===== src/i2cmws_pkg.sv =====
`timescale 1ns / 1ps
`default_nettype none

package i2cmws_pkg;

    localparam logic [1:0] CMD_IDLE  = 2'd0;
    localparam logic [1:0] CMD_START = 2'd1;
    localparam logic [1:0] CMD_BYTE  = 2'd2;
    localparam logic [1:0] CMD_STOP  = 2'd3;

    localparam int QUEUE_DEPTH_DEF = 4;

    localparam int IN_TDATA_W  = 16;
    localparam int IN_TUSER_W  = 2;
    localparam int OUT_TDATA_W = 8;

    localparam logic [4:0] START_TICKS = 5'd2;
    localparam logic [4:0] STOP_LAST   = 5'd2;
    localparam logic [4:0] BYTE_LAST   = 5'd28;
    localparam logic [4:0] ACK_LOW     = 5'd25;
    localparam logic [4:0] ACK_REL     = 5'd26;

    // classified input beat
    typedef struct packed {
        logic [1:0] kind;
        logic       load_shift;
        logic [7:0] shift_val;
        logic       sda_in;
    } item_t;

    // line levels for one tick of a byte sequence
    typedef struct packed {
        logic       use_prev;
        logic       force_one;
        logic [2:0] bit_pos;
        logic       scl;
    } byte_tick_t;

    function automatic byte_tick_t byte_tick(input logic [4:0] k);
        byte_tick_t t;
        int         i;
        t.use_prev  = 1'b0;
        t.force_one = 1'b1;
        t.bit_pos   = 3'd0;
        t.scl       = 1'b1;
        if (k == 5'd0 || k == ACK_LOW) begin
            t.use_prev = 1'b1;
            t.scl      = 1'b0;
        end else if (k == ACK_REL) begin
            t.scl = 1'b0;
        end
        for (i = 0; i < 8; i++) begin
            if (k == 5'(3 * i + 1) || k == 5'(3 * i + 2) || k == 5'(3 * i + 3)) begin
                t.force_one = 1'b0;
                t.bit_pos   = 3'(7 - i);
                t.scl       = (k == 5'(3 * i + 2));
            end
        end
        return t;
    endfunction

endpackage

`default_nettype wire


===== src/i2cmws_front.sv =====
`timescale 1ns / 1ps
`default_nettype none

module i2cmws_front (
    input  wire logic                               aclk,
    input  wire logic                               aresetn,
    input  wire logic                               s_axis_tvalid,
    output logic                                    s_axis_tready,
    // [7:0] data, [8] sda_in, [15:9] zero
    input  wire logic [i2cmws_pkg::IN_TDATA_W-1:0]  s_axis_tdata,
    // [1:0] kind
    input  wire logic [i2cmws_pkg::IN_TUSER_W-1:0]  s_axis_tuser,
    output logic                                    q_valid,
    input  wire logic                               q_ready,
    output i2cmws_pkg::item_t                       q_item
);
    import i2cmws_pkg::*;

    logic  valid_reg;
    item_t item_reg;
    item_t item_next;

    assign s_axis_tready = !valid_reg || q_ready;
    assign q_valid       = valid_reg;
    assign q_item        = item_reg;

    always_comb begin
        item_next.kind       = s_axis_tuser[1:0];
        item_next.sda_in     = s_axis_tdata[8];
        item_next.load_shift = (s_axis_tuser[1:0] == CMD_START) ||
                               (s_axis_tuser[1:0] == CMD_BYTE);
        if (s_axis_tuser[1:0] == CMD_START) begin
            item_next.shift_val = {s_axis_tdata[6:0], 1'b0};
        end else begin
            item_next.shift_val = s_axis_tdata[7:0];
        end
    end

    always_ff @(posedge aclk) begin
        if (!aresetn) begin
            valid_reg <= 1'b0;
        end else if (s_axis_tready) begin
            valid_reg <= s_axis_tvalid;
        end
    end

    always_ff @(posedge aclk) begin
        if (s_axis_tvalid && s_axis_tready) begin
            item_reg <= item_next;
        end
    end

endmodule

`default_nettype wire


===== src/i2cmws_queue.sv =====
`timescale 1ns / 1ps
`default_nettype none

module i2cmws_queue #(
    parameter int DEPTH = i2cmws_pkg::QUEUE_DEPTH_DEF
) (
    input  wire logic               aclk,
    input  wire logic               aresetn,
    input  wire logic               in_valid,
    output logic                    in_ready,
    input  wire i2cmws_pkg::item_t  in_item,
    output logic                    out_valid,
    input  wire logic               out_ready,
    output i2cmws_pkg::item_t       out_item
);
    import i2cmws_pkg::*;

    localparam int PTR_W = $clog2(DEPTH);
    localparam int CNT_W = $clog2(DEPTH + 1);

    item_t            mem_reg [DEPTH];
    logic [PTR_W-1:0] wr_ptr_reg;
    logic [PTR_W-1:0] rd_ptr_reg;
    logic [CNT_W-1:0] count_reg;
    logic             push;
    logic             pop;

    assign in_ready  = (count_reg != CNT_W'(DEPTH));
    assign out_valid = (count_reg != '0);
    assign out_item  = mem_reg[rd_ptr_reg];
    assign push      = in_valid && in_ready;
    assign pop       = out_valid && out_ready;

    always_ff @(posedge aclk) begin
        if (push) begin
            mem_reg[wr_ptr_reg] <= in_item;
        end
    end

    always_ff @(posedge aclk) begin
        if (!aresetn) begin
            wr_ptr_reg <= '0;
            rd_ptr_reg <= '0;
            count_reg  <= '0;
        end else begin
            if (push) begin
                wr_ptr_reg <= (wr_ptr_reg == PTR_W'(DEPTH - 1)) ? '0 : wr_ptr_reg + 1'b1;
            end
            if (pop) begin
                rd_ptr_reg <= (rd_ptr_reg == PTR_W'(DEPTH - 1)) ? '0 : rd_ptr_reg + 1'b1;
            end
            if (push && !pop) begin
                count_reg <= count_reg + 1'b1;
            end else if (pop && !push) begin
                count_reg <= count_reg - 1'b1;
            end
        end
    end

endmodule

`default_nettype wire


===== src/i2cmws_back.sv =====
`timescale 1ns / 1ps
`default_nettype none

module i2cmws_back (
    input  wire logic                               aclk,
    input  wire logic                               aresetn,
    input  wire logic                               q_valid,
    output logic                                    q_ready,
    input  wire i2cmws_pkg::item_t                  q_item,
    output logic                                    m_axis_tvalid,
    input  wire logic                               m_axis_tready,
    // [0] sda_out, [1] scl_out, [2] busy_res, [3] acked, [4] rejected,
    // [7:5] zero
    output logic [i2cmws_pkg::OUT_TDATA_W-1:0]      m_axis_tdata,
    // done_res
    output logic                                    m_axis_tlast
);
    import i2cmws_pkg::*;

    logic [4:0] phase_reg,  phase_next;
    logic [1:0] active_reg, active_next;
    logic [7:0] shift_reg,  shift_next;
    logic       prev_reg,   prev_next;
    logic       clk_reg,    clk_next;
    logic       m_valid_reg;
    logic       m_last_reg;
    logic [OUT_TDATA_W-1:0] m_data_reg, m_data_next;

    logic       pop;
    logic       take;
    logic [1:0] cmd;
    logic [4:0] p;
    logic [4:0] k;
    logic       sda, scl, busy, done, acked, rejected;
    byte_tick_t bt;

    assign q_ready       = !m_valid_reg || m_axis_tready;
    assign pop           = q_valid && q_ready;
    assign m_axis_tvalid = m_valid_reg;
    assign m_axis_tdata  = m_data_reg;
    assign m_axis_tlast  = m_last_reg;

    always_comb begin
        take     = (active_reg == CMD_IDLE) && (q_item.kind != CMD_IDLE);
        rejected = (active_reg != CMD_IDLE) && (q_item.kind != CMD_IDLE);
        cmd      = take ? q_item.kind : active_reg;
        p        = take ? 5'd0 : phase_reg;
        shift_next = (take && q_item.load_shift) ? q_item.shift_val : shift_reg;

        k  = (cmd == CMD_START) ? p - START_TICKS : p;
        bt = byte_tick(k);

        sda   = prev_reg;
        scl   = clk_reg;
        busy  = 1'b0;
        done  = 1'b0;
        acked = 1'b0;

        phase_next  = phase_reg;
        active_next = active_reg;
        prev_next   = prev_reg;
        clk_next    = clk_reg;

        if (cmd != CMD_IDLE) begin
            busy = 1'b1;
            if (cmd == CMD_STOP) begin
                sda  = (p >= STOP_LAST);
                scl  = (p != 5'd0);
                done = (p >= STOP_LAST);
            end else if (cmd == CMD_START && p < START_TICKS) begin
                sda = (p == 5'd0);
                scl = 1'b1;
            end else begin
                sda = bt.use_prev ? prev_reg :
                      bt.force_one ? 1'b1 : shift_next[bt.bit_pos];
                scl = bt.scl;
                if (k >= BYTE_LAST) begin
                    done  = 1'b1;
                    acked = !q_item.sda_in;
                end
            end
            prev_next = sda;
            clk_next  = scl;
            if (done) begin
                if (cmd != CMD_STOP) begin
                    prev_next = 1'b1;
                    clk_next  = 1'b0;
                end
                active_next = CMD_IDLE;
                phase_next  = 5'd0;
            end else begin
                active_next = cmd;
                phase_next  = p + 5'd1;
            end
        end

        m_data_next = {3'b000, rejected, acked, busy, scl, sda};
    end

    always_ff @(posedge aclk) begin
        if (!aresetn) begin
            phase_reg   <= 5'd0;
            active_reg  <= CMD_IDLE;
            shift_reg   <= 8'd0;
            prev_reg    <= 1'b1;
            clk_reg     <= 1'b1;
            m_valid_reg <= 1'b0;
        end else begin
            if (pop) begin
                phase_reg  <= phase_next;
                active_reg <= active_next;
                shift_reg  <= shift_next;
                prev_reg   <= prev_next;
                clk_reg    <= clk_next;
            end
            if (q_ready) begin
                m_valid_reg <= q_valid;
            end
        end
    end

    always_ff @(posedge aclk) begin
        if (pop) begin
            m_data_reg <= m_data_next;
            m_last_reg <= done;
        end
    end

    a_done_busy: assert property (@(posedge aclk) disable iff (!aresetn)
        m_valid_reg && m_last_reg |-> m_data_reg[2])
        else $error("done without busy");

    a_ack_done: assert property (@(posedge aclk) disable iff (!aresetn)
        m_valid_reg && m_data_reg[3] |-> m_last_reg)
        else $error("acked outside done tick");

    a_rej_busy: assert property (@(posedge aclk) disable iff (!aresetn)
        m_valid_reg && m_data_reg[4] |-> m_data_reg[2])
        else $error("reject while not busy");

    a_phase_rng: assert property (@(posedge aclk) disable iff (!aresetn)
        phase_reg <= BYTE_LAST + START_TICKS)
        else $error("phase out of range");

    a_idle_phase: assert property (@(posedge aclk) disable iff (!aresetn)
        active_reg == CMD_IDLE |-> phase_reg == 5'd0)
        else $error("phase not cleared when idle");

endmodule

`default_nettype wire


===== src/i2c_master_write_sequencer.sv =====
`timescale 1ns / 1ps
`default_nettype none

// Write-only I2C master line sequencer. Every input beat is one bus delay
// tick carrying the sampled SDA level and optionally a command in tuser
// (start with 7-bit address, send byte, stop); commands are taken only
// while no sequence runs, otherwise they are flagged as rejected. Every
// input beat yields exactly one output beat with the SDA/SCL levels to
// drive and status flags; tlast marks the last tick of a command sequence.
// One beat per clock is sustained in both directions while the output is
// not stalled; a beat passes an input register, a QUEUE_DEPTH-entry
// queue and the sequencer's output register. Input and output stall
// independently.
module i2c_master_write_sequencer #(
    parameter int QUEUE_DEPTH = i2cmws_pkg::QUEUE_DEPTH_DEF
) (
    input  wire logic                               aclk,
    input  wire logic                               aresetn,
    input  wire logic                               s_axis_tvalid,
    output logic                                    s_axis_tready,
    // [7:0] data, [8] sda_in, [15:9] zero
    input  wire logic [i2cmws_pkg::IN_TDATA_W-1:0]  s_axis_tdata,
    // [1:0] kind
    input  wire logic [i2cmws_pkg::IN_TUSER_W-1:0]  s_axis_tuser,
    output logic                                    m_axis_tvalid,
    input  wire logic                               m_axis_tready,
    // [0] sda_out, [1] scl_out, [2] busy_res, [3] acked, [4] rejected,
    // [7:5] zero
    output logic [i2cmws_pkg::OUT_TDATA_W-1:0]      m_axis_tdata,
    // done_res
    output logic                                    m_axis_tlast
);
    import i2cmws_pkg::*;

    logic  f_valid, f_ready;
    item_t f_item;
    logic  b_valid, b_ready;
    item_t b_item;

    i2cmws_front u_front (
        .aclk          (aclk),
        .aresetn       (aresetn),
        .s_axis_tvalid (s_axis_tvalid),
        .s_axis_tready (s_axis_tready),
        .s_axis_tdata  (s_axis_tdata),
        .s_axis_tuser  (s_axis_tuser),
        .q_valid       (f_valid),
        .q_ready       (f_ready),
        .q_item        (f_item)
    );

    i2cmws_queue #(
        .DEPTH (QUEUE_DEPTH)
    ) u_queue (
        .aclk      (aclk),
        .aresetn   (aresetn),
        .in_valid  (f_valid),
        .in_ready  (f_ready),
        .in_item   (f_item),
        .out_valid (b_valid),
        .out_ready (b_ready),
        .out_item  (b_item)
    );

    i2cmws_back u_back (
        .aclk          (aclk),
        .aresetn       (aresetn),
        .q_valid       (b_valid),
        .q_ready       (b_ready),
        .q_item        (b_item),
        .m_axis_tvalid (m_axis_tvalid),
        .m_axis_tready (m_axis_tready),
        .m_axis_tdata  (m_axis_tdata),
        .m_axis_tlast  (m_axis_tlast)
    );

endmodule

`default_nettype wire

===== config.mk =====
export PLATFORM = sky130hd
export DESIGN_NAME = i2c_master_write_sequencer
export DESIGN_NICKNAME = d
export VERILOG_FILES = /design/src/i2cmws_pkg.sv /design/src/i2cmws_front.sv /design/src/i2cmws_queue.sv /design/src/i2cmws_back.sv /design/src/i2c_master_write_sequencer.sv
export SDC_FILE = /design/constraint.sdc
export NUM_CORES = 1
export LEC_CHECK = 0
export BUFFER_PORTS_ARGS = -buffer_cell sky130_fd_sc_hd__buf_2
export CAP_MARGIN = 10
export CORE_MARGIN = 1.5
export CORE_UTILIZATION = 41
export CTS_CLUSTER_DIAMETER = 40
export DETAILED_ROUTE_END_ITERATION = 10
export SLEW_MARGIN = 20
export SYNTH_ARGS = -nofsm -noshare
export SYNTH_HDL_FRONTEND = slang
export SYNTH_HIERARCHICAL = 1
export SYNTH_SLANG_ARGS = --single-unit

===== constraint.sdc =====
create_clock -name aclk -period 6.35 [get_ports aclk]
set_input_delay 0.635 -clock aclk [delete_from_list [all_inputs] [get_ports aclk]]
set_output_delay 0.635 -clock aclk [all_outputs]
set_load 0.05 [all_outputs]

# After elaboration in Yosys (flattened, before gate mapping)

Memories as Yosys holds them, arrays and structs flattened. A register that Yosys moved wholly into a read port is not among the register bits.
Cells that the tools add are included.

Flip-flop bits (word level): 44
Bits in writable memories: 48
Memories: 1

Memory list:

| name            | depth | bits a word | read ports | clocked after memory_dff | wr ports | RTL line           | RTL |
|---|---|---|---|---|---|---|---|
| u_queue.mem_reg | 4     | 12          | 1          | 1                        | 1        | i2cmws_queue.sv:21 | `item_t mem_reg [DEPTH];` |

Add/sub/neg operators: 6
$lt $le $gt $ge: 4
Equality and inequality tests: 34
Multiplexer cells: 45
Bitwise gates (word level): 2
Reduce and logical (&&, ||, !) cells: 45

Operator list:

| kind                                                                  | number |
|---|---|
| 5-bit equality test, second input constant                            | 11 |
| 5-bit two-way mux                                                     | 11 |
| 5-bit by 4-bit equality test with 1-bit output, second input constant | 8 |
| 1-bit two-way mux                                                     | 23 |
| 5-bit by 3-bit equality test with 1-bit output, second input constant | 4 |
| 1-bit logical OR                                                      | 20 |
| 8-bit two-way mux                                                     | 2 |
| 2-bit two-way mux                                                     | 6 |
| 5-bit by 2-bit equality test with 1-bit output, second input constant | 2 |
| 5-bit zero test                                                       | 2 |
| 1-bit logical AND                                                     | 9 |
| 2-bit equality test, second input constant                            | 4 |
| 2-bit nonzero test                                                    | 4 |
| 3-bit two-way mux                                                     | 2 |
| 5-bit by 1-bit adder with 5-bit output, second input constant         | 1 |
| 5-bit by 1-bit equality test with 1-bit output, second input constant | 1 |
| 5-bit by 2-bit >= comparator with 1-bit output, second input constant | 1 |
| 5-bit >= comparator, second input constant                            | 1 |
| 1-bit zero test                                                       | 5 |
| 5-bit by 2-bit < comparator with 1-bit output, second input constant  | 1 |
| 5-bit nonzero test                                                    | 1 |
| 5-bit by 2-bit subtractor with 5-bit output, second input constant    | 1 |
| 2-bit by 1-bit adder with 2-bit output, second input constant         | 2 |
| 2-bit by 1-bit equality test with 1-bit output, second input constant | 2 |
| 11 further kinds                                                      | 12 |

# Longest topological paths before layout

Gate-level depths: netlist of the first run.

Depth in word-level cells: 24
Depth in mapped cells: 19
Mapped depth without buffers: 16

# Modules after synthesis

Netlist of the first run, hierarchy kept.

Modules (own cells, without submodules):

| module       | times used | cells an instance | area an instance (µm²) | seq. area each (µm²) |
|---|---|---|---|---|
| i2cmws_queue | 1          | 113               | 2208.4                 | 1621.6 |
| i2cmws_back  | 1          | 272               | 2128.3                 | 540.5 |
| i2cmws_front | 1          | 29                | 521.8                  | 380.4 |

# Worst setup path before layout of the first run

Ideal clock, no wire load.

Path type: register -> register
Start: register with a tool-made name
End: register u_back.m_data_reg[0], in the netlist u_back/m_axis_tdata[0], data pin
Setup time: 0.284 ns
Arrival time: 4.220 ns
Path slack: 1.846 ns
Cell stages (with the launch flop): 20
Path buffers: 3
Clock period less this slack: 4.504 ns
Cell sequence: dfxtp_1 > buf_4 > mux4_2 > buf_2 > o21ai_0 > and2_1 > inv_1 > ha_1 > nor2_1 > o21ai_0 > nand2_1 > clkbuf_1 > nor2_1 > a32o_1 > a221oi_2 > nor2_1 > mux4_1 > a221o_1 > nor3_1 > o31ai_1

RTL lines:

| item                 | RTL line           | RTL |
|---|---|---|
| to (signal assigned) | i2cmws_back.sv:124 | `m_data_reg <= m_data_next;` |
| to (decl)            | i2cmws_back.sv:27  | `logic [OUT_TDATA_W-1:0] m_data_reg, m_data_next;` |

==> out/qor_table.md, run 1 <==
| Step | Item | This run |
|---|---|---|
| floorplan | Die area | 0.0125 sq mm |
| timing | Final Max Tran Viols | 0 |
| synth | Library cells used by synthesis | 72 |
| timing | Rel. slew slack | 42.0% |
| drt | Remaining DRCs | 0 |
| synth | Warnings from Yosys | 6 |
| drt | Drt initial violations | 150 |
| clock tree | CTS tree | built |
| grt | Antenna violations before repair | 0 |
| timing | Worst slew pin tran | 0.866 ns |
| floorplan | Horizontal extent of the die | 112 um |
| min path | HP Class | input pin to flop |
| grt | Largest net degree at the start of global routing | 30 |
| grt | First-pass GRT wire length | 15,300 um |
| grt | Remaining global-route overflow | 0 |
| drt | Pre-Repair DR Iteration Count | 4 |
| final layout | Area grow syn2layout | 11.1% |
| final layout | Multi-input combinational cell area | 0.00214 sq mm |
| final layout | Total of fill cells in the finished design | 1,043 |
| floorplan | Initial core utilization | 42.4% |
| critical path | Type of the worst setup path | flop to flop |
| grt | GRT Resource Usage Total | 15.2% |
| synth | Main flop type after synthesis | sky130_fd_sc_hd__edfxtp_1 |
| placement | GPL Wtd Cong | 0.836 |
| synth | Netlist area before placement | 0.00486 sq mm |
| synth | Sequential cell area fraction in the yosys report | 52.3% |
| drt | Per-cell via count in the routed design | 5.54 |
| power and ir drop | Pwr Density | 562 mW/mm^2 |
| floorplan | Placeable core region | 0.0115 sq mm |
| final layout | Reg area | 0.00254 sq mm |
| grt | Vias in the first global route | 3,151 |
| synth | Number of flops mapped to enable cells by yosys | 66 |
| final layout | Layout net count | 465 |
| critical path | Type of destination of the critical path | flop |
| clock tree | CTS clock-pin slew for the worst setup and hold paths | 0.07 ns |
| floorplan | Top-Level Pins | 33 |
| clock tree | Post-CTS setup-driven buffer insertion count | 0 |
| final layout | Number of flip-flops under the largest register name | 48 |
| critical path | Buffering stage count on the worst path with inverters included | 1 |
| final layout | Final core occ | 47.1% |
| timing | Tmin final | 5.05 ns |
| clock tree | Clk sinks | 94 |
| power and ir drop | Largest vdd supply drop | 0.324 mV |
| critical path | CP Launch Type | flop |
| critical path | List of cells traversed by the critical path | mux4_2, o21ai_0, and2_1, inv_1, ha_1, nand3b_1, o311ai_1, or2_2, nor2_1, a32o_1, a221oi_2, nor2_1, mux2_1, a211oi_2, nor3_1, o31ai_1 |
| clock tree | Post-cts hold buffer count | 0 |
| clock tree | Master cell of the clock root buffer | sky130_fd_sc_hd__clkbuf_16 |
| clock tree | TritonCTS buffer count | 9 |
| critical path | Cell type with the highest occurrence count on the critical path | sky130_fd_sc_hd__nor2_1 |
| clock tree | Clk Latency, worst-skew pair | 0.34 ns |
| drt | Vias post-DR | 3,199 |
| critical path | Delay of the slowest cell on the worst path | 0.70 ns |
| timing | Sum Neg Setup Slack | 0 ns |
| clock tree | # resized after CTS | 0 |
| timing | Achievable Freq | 198 MHz |
| final layout | Final cell count without fillers | 577 |
| drt | Antenna Violating Nets Remaining | 0 |
| floorplan | Die Ht | 112 um |
| critical path | Cell family contributing the most delay on the critical path | compound AO/OA/AOI/OAI gates |
| synth | Number of register bits inferred by synthesis | 94 |
| placement | Cells after DPL | 561 |
| placement | Count of port buffers added during placement | 22 |
| critical path | Endpoint arrival time on the critical path | 5.21 ns |
| final layout | Antenna diodes | 0 |
| synth | Proportion of register bits with asynchronous set or reset after synthesis | 0% |
| synth | Avg Cell Area, Syn | 11.7 sq um |
| timing | Setup repair after global routing missed its margin | false |
| timing | Maximum clock skew at final layout | 0.00828 ns |
| synth | Share of the synthesized area in the top cell type | 40.8% |
| status | Result of the run | completed |
| timing | Final Cycle Share | 79.5% |
| drt | Detailed-route wire length | 9140 um |
| synth | Post-synthesis cell count | 414 |
| placement | HPWL Detailed | 6530 um |
| critical path | Maximum net fanout on the critical path | 12 |
| timing | Setup violators final | 0 |
| critical path | Standard cell with the maximum stage delay on the critical path | sky130_fd_sc_hd__mux4_2 |
| job | Total of max-cap violations | 0 |
| drt | DR WL/cell | 15.8 um |
| final layout | Layout cell share with drive strength beyond 1 | 17.5% |
| clock tree | H-tree depth | 3 |
| floorplan | Row Count | 39 |
| synth | Cell type with the largest total area after synthesis | sky130_fd_sc_hd__edfxtp_1 |
| clock tree | Clock tree buffer depth | 2 |
| power and ir drop | Leak pwr | 0.00192 uW |
| synth | Leading cell types by total area after synthesis | sky130_fd_sc_hd__edfxtp_1, sky130_fd_sc_hd__dfxtp_1, sky130_fd_sc_hd__mux4_2 |
| critical path | Critical Path RT | 6.51 ns |
| timing | Number of endpoints with negative hold slack in the final report | 0 |
power by group:
part	internal, uW	switching, uW	leakage, uW
Clock	388	225	0.000164
Combinational	610	936	0.000912
Sequential	774	101	0.000840
worst reg2reg max path, cell delays in order, from the launching register on:
cell                       delay [ns]
sky130_fd_sc_hd__dfxtp_1         0.60
sky130_fd_sc_hd__mux4_2          0.70
sky130_fd_sc_hd__o21ai_0         0.57
sky130_fd_sc_hd__and2_1          0.24
sky130_fd_sc_hd__inv_1           0.06
sky130_fd_sc_hd__ha_1            0.25
sky130_fd_sc_hd__nand3b_1        0.17
sky130_fd_sc_hd__o311ai_1        0.13
sky130_fd_sc_hd__or2_2           0.33
sky130_fd_sc_hd__nor2_1          0.10
sky130_fd_sc_hd__a32o_1          0.30
sky130_fd_sc_hd__a221oi_2        0.30
sky130_fd_sc_hd__nor2_1          0.12
sky130_fd_sc_hd__mux2_1          0.35
sky130_fd_sc_hd__a211oi_2        0.32
sky130_fd_sc_hd__nor3_1          0.11
sky130_fd_sc_hd__o31ai_1         0.25
cell usage in the layout, fill, tap and decap left out, drive strengths merged, types with 3 or more instances in the layout:
master / synthesis / final
a211oi: 5 / 5
a21boi: 7 / 7
a21oi: 16 / 16
and2: 6 / 6
and3: 5 / 5
buf: 13 / 26
bufinv: 0 / 3
clkbuf: 11 / 10
conb: 1 / 3
dfxtp: 28 / 28
edfxtp: 66 / 66
ha: 13 / 13
inv: 13 / 15
mux2: 10 / 10
mux2i: 15 / 15
mux4: 14 / 14
nand2: 33 / 33
nand2b: 5 / 5
nand3: 7 / 7
nor2: 35 / 35
nor2b: 17 / 17
nor3: 12 / 12
nor4: 4 / 4
o211ai: 3 / 3
o21a: 3 / 3
o21ai: 21 / 21
o22ai: 6 / 6
o311ai: 5 / 5
o31ai: 5 / 5
or2: 3 / 3
or3: 4 / 4
metrics by stage:
| step | setup slack [ns] | hold slack [ns] | instance area (sq um) | total power [uW] |
|---|---|---|---|---|
| 2_1_floorplan | 1.85 | 0.454 | 4870 | 2130 |
| 3_3_place_gp | 1.22 | 0.470 | 5050 | 2400 |
| 3_5_place_dp | 1.27 | 0.486 | 5050 | 2430 |
| 4_1_cts | 1.25 | 0.462 | 5400 | 3050 |
| 5_1_grt | 0.788 | 0.476 | 5400 | 3250 |
| 6_report | 1.30 | 0.475 | 5400 | 3030 |
synth_stat cells (5+ instances only):
| master | n |
|---|---|
| sky130_fd_sc_hd__o22ai_1 | 5 |
| sky130_fd_sc_hd__ha_1 | 13 |
| sky130_fd_sc_hd__nand2_1 | 33 |
| sky130_fd_sc_hd__edfxtp_1 | 66 |
| sky130_fd_sc_hd__and2_1 | 5 |
| sky130_fd_sc_hd__inv_1 | 13 |
| sky130_fd_sc_hd__mux2i_1 | 15 |
| sky130_fd_sc_hd__clkbuf_1 | 10 |
| sky130_fd_sc_hd__buf_4 | 5 |
| sky130_fd_sc_hd__buf_2 | 5 |
| sky130_fd_sc_hd__nand2b_1 | 5 |
| sky130_fd_sc_hd__o21ai_0 | 21 |
| sky130_fd_sc_hd__nor2_1 | 35 |
| sky130_fd_sc_hd__a21boi_0 | 6 |
| sky130_fd_sc_hd__nor3_1 | 12 |
| sky130_fd_sc_hd__dfxtp_1 | 28 |
| sky130_fd_sc_hd__nand3_1 | 7 |
| sky130_fd_sc_hd__nor2b_1 | 17 |
| sky130_fd_sc_hd__mux4_2 | 13 |
| sky130_fd_sc_hd__mux2_1 | 8 |
| sky130_fd_sc_hd__a21oi_1 | 15 |
cells by family (layout without fill, tap and decap cells):
kind of cell    count (synthesis)  count (layout)  synth area share, %
buf+inv                        37              55                 3.71
xor+xnor                        3               3                0.541
simple gates                  139             139                 14.6
fa+ha+maj                      14              14                 3.76
other cells                     1               3               0.0772
flops                          94              94                 52.3
compound gates                 87              87                 13.0
mux                            39              39                 12.0
cell type report:
cell class                      count  area share (%)
Clock buffer                       10            4.24
Clock inverter                      6            2.13
Inverter                           13           0.904
Multi-Input combinational cell    285            39.7
Sequential cell                    94            47.1
Tap cell                          143            3.31
Timing Repair Buffer               26            2.60
metal layers:
layer,vias to the layer above,track usage [%],part of all wire [%]
li1,1575,-,-
met1,1558,19.2,45
met2,58,26.1,50
met3,8,2.83,3.6
met4,0,5.74,1.0
met5,-,0,0
path summary, 6_finish.rpt:
kind | startpoint | cells past startpoint | endpoint | slack, ns
min reg2reg | u_front/q_item[6] | 0 | u_queue/mem_reg[1][6] | 0.49
max | flop | 16 | u_back/m_axis_tdata[0] | 1.30
max reg2reg | flop | 16 | u_back/m_axis_tdata[0] | 1.30
min | s_axis_tdata[8] | 1 | u_front/q_item[0] | 0.48
No activity file was read; power rests on OpenSTA's default activity.
==> inputs of run 2 (changes only) <==
- clock period: 6.35 -> 5.2 ns (I/O delays scaled with it)
==> out/qor_table.md, run 2 (synthesis results as in run 1) <==
| Step | Item | This run |
|---|---|---|
| drt | Vias post-DR | 3,193 |
| grt | Antenna violations before repair | 0 |
| critical path | Critical Path RT | 5.35 ns |
| critical path | Delay of the slowest cell on the worst path | 0.66 ns |
| critical path | Standard cell with the maximum stage delay on the critical path | sky130_fd_sc_hd__mux4_2 |
| clock tree | # resized after CTS | 0 |
| grt | Remaining global-route overflow | 0 |
| timing | Tmin final | 4.61 ns |
| critical path | Type of the worst setup path | flop to flop |
| timing | Worst slew pin tran | 0.842 ns |
| final layout | Number of flip-flops under the largest register name | 48 |
| power and ir drop | Leak pwr | 0.00190 uW |
| clock tree | H-tree depth | 3 |
| placement | Count of port buffers added during placement | 22 |
| clock tree | CTS clock-pin slew for the worst setup and hold paths | 0.06 ns |
| power and ir drop | Largest vdd supply drop | 0.339 mV |
| final layout | Layout cell share with drive strength beyond 1 | 17.8% |
| clock tree | Clk Latency, worst-skew pair | 0.34 ns |
| clock tree | Post-CTS setup-driven buffer insertion count | 0 |
| job | Total of max-cap violations | 0 |
| timing | Achievable Freq | 217 MHz |
| drt | Length of routed met3 wiring | 301 um |
| critical path | Reg2reg setup slack | 0.59 ns |
| placement | HPWL Detailed | 6540 um |
| grt | First-pass GRT wire length | 15,200 um |
| grt | GRT Resource Usage Total | 15.3% |
| drt | Drt initial violations | 136 |
| clock tree | CTS tree | built |
| critical path | Type of destination of the critical path | flop |
| timing | Maximum clock skew at final layout | 0.00832 ns |
| drt | WL met1 | 4160 um |
| critical path | Number of cell instances on the worst register-to-register path | 17 |
| final layout | Area grow syn2layout | 10.2% |
| final layout | Layout net count | 470 |
| drt | Remaining DRCs | 0 |
| clock tree | Master cell of the clock root buffer | sky130_fd_sc_hd__clkbuf_16 |
| power and ir drop | Pwr Density | 668 mW/mm^2 |
| floorplan | Die area | 0.0125 sq mm |
| critical path | Endpoint arrival time on the critical path | 4.76 ns |
| final layout | Leading cell types in the layout, fill and taps excluded | sky130_fd_sc_hd__edfxtp_1, sky130_fd_sc_hd__nor2_1, sky130_fd_sc_hd__nand2_1 |
| drt | Total length of routed met2 wires | 4470 um |
| critical path | Cell family contributing the most delay on the critical path | multiplexers |
| min path | HP Class | input pin to flop |
| critical path | Capturing point of the worst reg2reg path | u_back/m_axis_tdata[0] |
| critical path | List of cells traversed by the critical path | mux4_2, o21ai_0, buf_4, nand2_1, ha_1, nand3b_1, a211oi_1, nor2_1, buf_4, nand2_1, mux2i_1, a221oi_2, nor2_1, mux2_1, a211oi_2, nor3_1, o31ai_1 |
| critical path | Stages on worst setup path | 17 |
| final layout | Reg area | 0.00254 sq mm |
| grt | Largest net degree at the start of global routing | 30 |
| drt | DR WL/cell | 15.6 um |
| floorplan | Placeable core region | 0.0115 sq mm |
| clock tree | TritonCTS buffer count | 9 |
| timing | Sum Neg Setup Slack | 0 ns |
| final layout | Total of fill cells in the finished design | 1,033 |
| timing | Setup violators final | 0 |
| placement | GPL Wtd Cong | 0.880 |
| timing | Final Cycle Share | 88.7% |
| floorplan | Horizontal extent of the die | 112 um |
| final layout | Commonest non-fill, non-tap cell in the layout | sky130_fd_sc_hd__edfxtp_1 |
| timing | Setup repair after global routing missed its margin | false |
| timing | Rel. slew slack | 43.7% |
| final layout | Multi-input combinational cell area | 0.00214 sq mm |
| drt | Per-cell via count in the routed design | 5.49 |
| timing | Final Max Tran Viols | 0 |
| floorplan | Top-Level Pins | 33 |
| clock tree | Clock tree buffer depth | 2 |
| status | Result of the run | completed |
| timing | Number of endpoints with negative hold slack in the final report | 0 |
| critical path | Buffering stage count on the worst path with inverters included | 2 |
| floorplan | Row Count | 39 |
| power and ir drop | Post-layout power | 3580 uW |
| critical path | End of the critical path | u_back/m_axis_tdata[0] |
| clock tree | Post-cts hold buffer count | 0 |
| critical path | CP Launch Type | flop |
| clock tree | Clk sinks | 94 |
| drt | Antenna Violating Nets Remaining | 0 |
| drt | Detailed-route wire length | 9080 um |
| floorplan | Die Ht | 112 um |
| drt | Pre-Repair DR Iteration Count | 4 |
| drt | Highest metal layer with signal wires | met4 |
| grt | Vias in the first global route | 3,141 |
| final layout | Antenna diodes | 0 |
| floorplan | Initial core utilization | 42.4% |
| critical path | Maximum net fanout on the critical path | 10 |
==> run 2: cell types whose count changed in the layout (fill, tap and decap cells not counted), sizes merged <==
cell	change
clkbuf	-1
buf	+5
bufinv	-3
clkinv	+5
inv	-1
==> run 2: worst reg2reg max path: stages, from the launching register on <==
cell and delay, ns:
sky130_fd_sc_hd__dfxtp_1 0.44, sky130_fd_sc_hd__mux4_2 0.66, sky130_fd_sc_hd__o21ai_0 0.27, sky130_fd_sc_hd__buf_4 0.18
sky130_fd_sc_hd__nand2_1 0.10, sky130_fd_sc_hd__ha_1 0.26, sky130_fd_sc_hd__nand3b_1 0.10, sky130_fd_sc_hd__a211oi_1 0.08
sky130_fd_sc_hd__nor2_1 0.36, sky130_fd_sc_hd__buf_4 0.25, sky130_fd_sc_hd__nand2_1 0.08, sky130_fd_sc_hd__mux2i_1 0.23
sky130_fd_sc_hd__a221oi_2 0.10, sky130_fd_sc_hd__nor2_1 0.22, sky130_fd_sc_hd__mux2_1 0.37, sky130_fd_sc_hd__a211oi_2 0.32
sky130_fd_sc_hd__nor3_1 0.11, sky130_fd_sc_hd__o31ai_1 0.30
==> run 2: stage by stage <==
| stage | util (%) | area [sq um] | hold slack [ns] | std cells | worst slack [ns] |
|---|---|---|---|---|---|
| 6_report | 46.7 | 5360 | 0.350 | 582 | 0.585 |
| 3_3_place_gp | 44.4 | 5090 | 0.473 | 566 | 0.594 |
| 3_5_place_dp | 44.4 | 5090 | 0.489 | 566 | 0.597 |
| 5_1_grt | 46.7 | 5360 | 0.351 | 582 | 0.151 |
| 2_1_floorplan | - | 4870 | 0.454 | 416 | 0.696 |
| 4_1_cts | 46.7 | 5360 | 0.343 | 582 | 0.558 |
==> run 2: area by class of cell <==
class                   instances  area share [%]
flip-flops and latches         94            47.5
multi-input cells             285            40.0
clock buffers                   9            4.20
well taps                     143            3.34
repair buffers                 31            3.32
inverters                      13           0.911
clock inverters                 7           0.747
==> run 2: layer usage <==
| metal | GRT usage [%] | vias to the layer above |
|---|---|---|
| met1 | 19.4 | 1542 |
| met5 | 0 | - |
| met4 | 6.50 | 0 |
| li1 | - | 1581 |
| met3 | 2.94 | 12 |
| met2 | 25.5 | 58 |
==> run 2: how the worst min path moves through the flow <==
stage	startpoint	to	slack, ns	cells past startpoint
after CTS	s_axis_tdata[8]	u_front/q_item[0]	0.34	1
after global routing	s_axis_tdata[8]	u_front/q_item[0]	0.35	1
final	s_axis_tdata[8]	u_front/q_item[0]	0.35	1
after detailed placement	u_front/q_item[4]	u_queue/mem_reg[2][4]	0.49	0
after floorplan	u_back/clk_reg	u_back/clk_reg	0.45	2
after global placement	u_front/q_item[5]	u_queue/mem_reg[2][5]	0.47	0
==> run 2: power breakdown <==
part,total (uW),switching [uW],internal (uW)
Sequential,1030,89.2,946
Clock,581,262,319
Combinational,1960,1180,779
==> inputs of run 3 (changes only) <==
- CTS_BUF_LIST: unset -> sky130_fd_sc_hd__clkbuf_8
- PLACE_DENSITY: unset -> 0.66
==> out/qor_table.md, run 3 (synthesis results as in run 1) <==
| Step | Item | This run |
|---|---|---|
| grt | First-pass GRT wire length | 15,200 um |
| drt | Per-cell via count in the routed design | 5.55 |
| critical path | Endpoint arrival time on the critical path | 4.72 ns |
| timing | Rel. slew slack | 43.1% |
| critical path | Maximum net fanout on the critical path | 12 |
| drt | Pre-Repair DR Iteration Count | 5 |
| clock tree | # resized after CTS | 0 |
| timing | Setup violators final | 0 |
| final layout | Number of flip-flops under the largest register name | 48 |
| timing | Worst slew pin tran | 0.851 ns |
| status | Result of the run | completed |
| placement | HPWL Detailed | 6430 um |
| drt | Drt initial violations | 208 |
| floorplan | Initial core utilization | 42.4% |
| grt | Antenna violations before repair | 0 |
| min path | Worst Hold Launch | s_axis_tdata[8] |
| critical path | Capturing point of the worst reg2reg path | u_back/m_axis_tdata[0] |
| drt | Antenna Violating Nets Remaining | 0 |
| clock tree | Clk Latency, worst-skew pair | 0.35 ns |
| clock tree | Post-cts hold buffer count | 0 |
| job | Total of max-cap violations | 0 |
| floorplan | Row Count | 39 |
| timing | Final Cycle Share | 87.1% |
| placement | Count of port buffers added during placement | 22 |
| placement | Setup slack at placement | 0.666 ns |
| final layout | Layout net count | 468 |
| min path | Number of instances on the worst hold path | 1 |
| clock tree | TritonCTS buffer count | 9 |
| final layout | Total of fill cells in the finished design | 1,029 |
| clock tree | CTS clock-pin slew for the worst setup and hold paths | 0.09 ns |
| drt | Detailed-route wire length | 8820 um |
| final layout | Layout cell share with drive strength beyond 1 | 17.8% |
| grt | Vias in the first global route | 3,187 |
| drt | DR WL/cell | 15.2 um |
| critical path | CP Launch Type | flop |
| power and ir drop | Pwr Density | 655 mW/mm^2 |
| critical path | Number of cell instances on the worst register-to-register path | 17 |
| timing | Least setup slack across all paths after layout | 0.668 ns |
| clock tree | H-tree depth | 3 |
| power and ir drop | Largest vdd supply drop | 0.318 mV |
| drt | Remaining DRCs | 0 |
| timing | Final Max Tran Viols | 0 |
| min path | HP Class | input pin to flop |
| clock tree | Master cell of the clock root buffer | sky130_fd_sc_hd__clkbuf_8 |
| clock tree | Post-CTS setup-driven buffer insertion count | 0 |
| critical path | Critical Path RT | 5.39 ns |
| floorplan | Horizontal extent of the die | 112 um |
| drt | Vias post-DR | 3,219 |
| floorplan | Die area | 0.0125 sq mm |
| clock tree | CTS tree | built |
| power and ir drop | Leak pwr | 0.00187 uW |
| timing | Tmin final | 4.53 ns |
| placement | GPL Wtd Cong | 0.865 |
| floorplan | Placeable core region | 0.0115 sq mm |
| critical path | Type of destination of the critical path | flop |
| final layout | Area grow syn2layout | 8.55% |
| clock tree | Clk sinks | 94 |
| final layout | Final core occ | 46.0% |
| grt | Largest net degree at the start of global routing | 30 |
| timing | Maximum clock skew at final layout | 0.0130 ns |
| grt | Remaining global-route overflow | 0 |
| final layout | Commonest non-fill, non-tap cell in the layout | sky130_fd_sc_hd__edfxtp_1 |
| floorplan | Die Ht | 112 um |
| final layout | Leading cell types in the layout, fill and taps excluded | sky130_fd_sc_hd__edfxtp_1, sky130_fd_sc_hd__nor2_1, sky130_fd_sc_hd__nand2_1 |
| timing | Setup repair after global routing missed its margin | false |
| timing | Sum Neg Setup Slack | 0 ns |
| floorplan | Top-Level Pins | 33 |
| timing | Achievable Freq | 221 MHz |
| timing | Number of endpoints with negative hold slack in the final report | 0 |
| clock tree | Clock tree buffer depth | 2 |
| critical path | Reg2reg setup slack | 0.67 ns |
| grt | GRT Resource Usage Total | 15.0% |
| critical path | Type of the worst setup path | flop to flop |
| min path | Hold-critical path endpoint | u_front/q_item[0] |
| final layout | Antenna diodes | 0 |
## run 3: cell count changes in the layout (fill, tap and decap cells not counted), sizes merged
cell    change
clkbuf      +1
inv         +2
clkinv      -4
buf         -2
bufinv      +1
## run 3: report_power, final
group / internal (uW) / switching, uW / total, uW
clock network: 234 / 244 / 478
logic: 765 / 1160 / 1930
registers: 944 / 106 / 1050
## run 3: routing by layer
metal / global-route usage [%] / vias up / routed length (um)
li1: - / 1585 / -
met1: 19.7 / 1539 / 4050
met2: 24.9 / 84 / 4300
met3: 3.32 / 11 / 371
met4: 4.47 / 0 / 106
met5: 0 / - / 0
## run 3: metrics by stage
stage	area, sq um	hold slack [ns]	power, uW	instances
2_1_floorplan	4870	0.454	2600	416
5_1_grt	5270	0.319	3730	580
3_3_place_gp	5080	0.471	2950	564
4_1_cts	5270	0.326	3470	580
3_5_place_dp	5080	0.485	2980	564
6_report	5270	0.344	3460	580
## run 3: critical path, stage by stage, from the launching register on
cell                       delay, ns
sky130_fd_sc_hd__dfxtp_1        0.46
sky130_fd_sc_hd__mux4_2         0.65
sky130_fd_sc_hd__o21ai_0        0.20
sky130_fd_sc_hd__buf_4          0.16
sky130_fd_sc_hd__and2_1         0.15
sky130_fd_sc_hd__inv_1          0.06
sky130_fd_sc_hd__ha_1           0.24
sky130_fd_sc_hd__nand3b_1       0.17
sky130_fd_sc_hd__o311ai_1       0.12
sky130_fd_sc_hd__or2_2          0.32
sky130_fd_sc_hd__nor2_1         0.10
sky130_fd_sc_hd__a32o_1         0.29
sky130_fd_sc_hd__a221oi_2       0.31
sky130_fd_sc_hd__nor2_1         0.12
sky130_fd_sc_hd__mux2_1         0.35
sky130_fd_sc_hd__a211oi_2       0.32
sky130_fd_sc_hd__nor3_1         0.11
sky130_fd_sc_hd__o31ai_1        0.23
## run 3: worst max path at each step
stage / end / slack [ns] / startpoint
2_1_floorplan: u_back/m_axis_tdata[0] / 0.70 / flop
6_report: u_back/m_axis_tdata[0] / 0.67 / flop
5_1_grt: u_back/m_axis_tdata[0] / 0.31 / flop
3_3_place_gp: u_back/m_axis_tdata[0] / 0.72 / flop
4_1_cts: u_back/m_axis_tdata[0] / 0.65 / flop
3_5_place_dp: u_back/m_axis_tdata[0] / 0.67 / flop
## run 3: area by class of cell
type,instances,area [sq um],area share [%]
inverter,13,48.8,0.925
tap,143,179,3.39
clock inverter,6,60.1,1.14
multi-input combinational,285,2140,40.6
timing repair buffer,29,163,3.08
clock buffer,10,138,2.61
sequential,94,2540,48.2
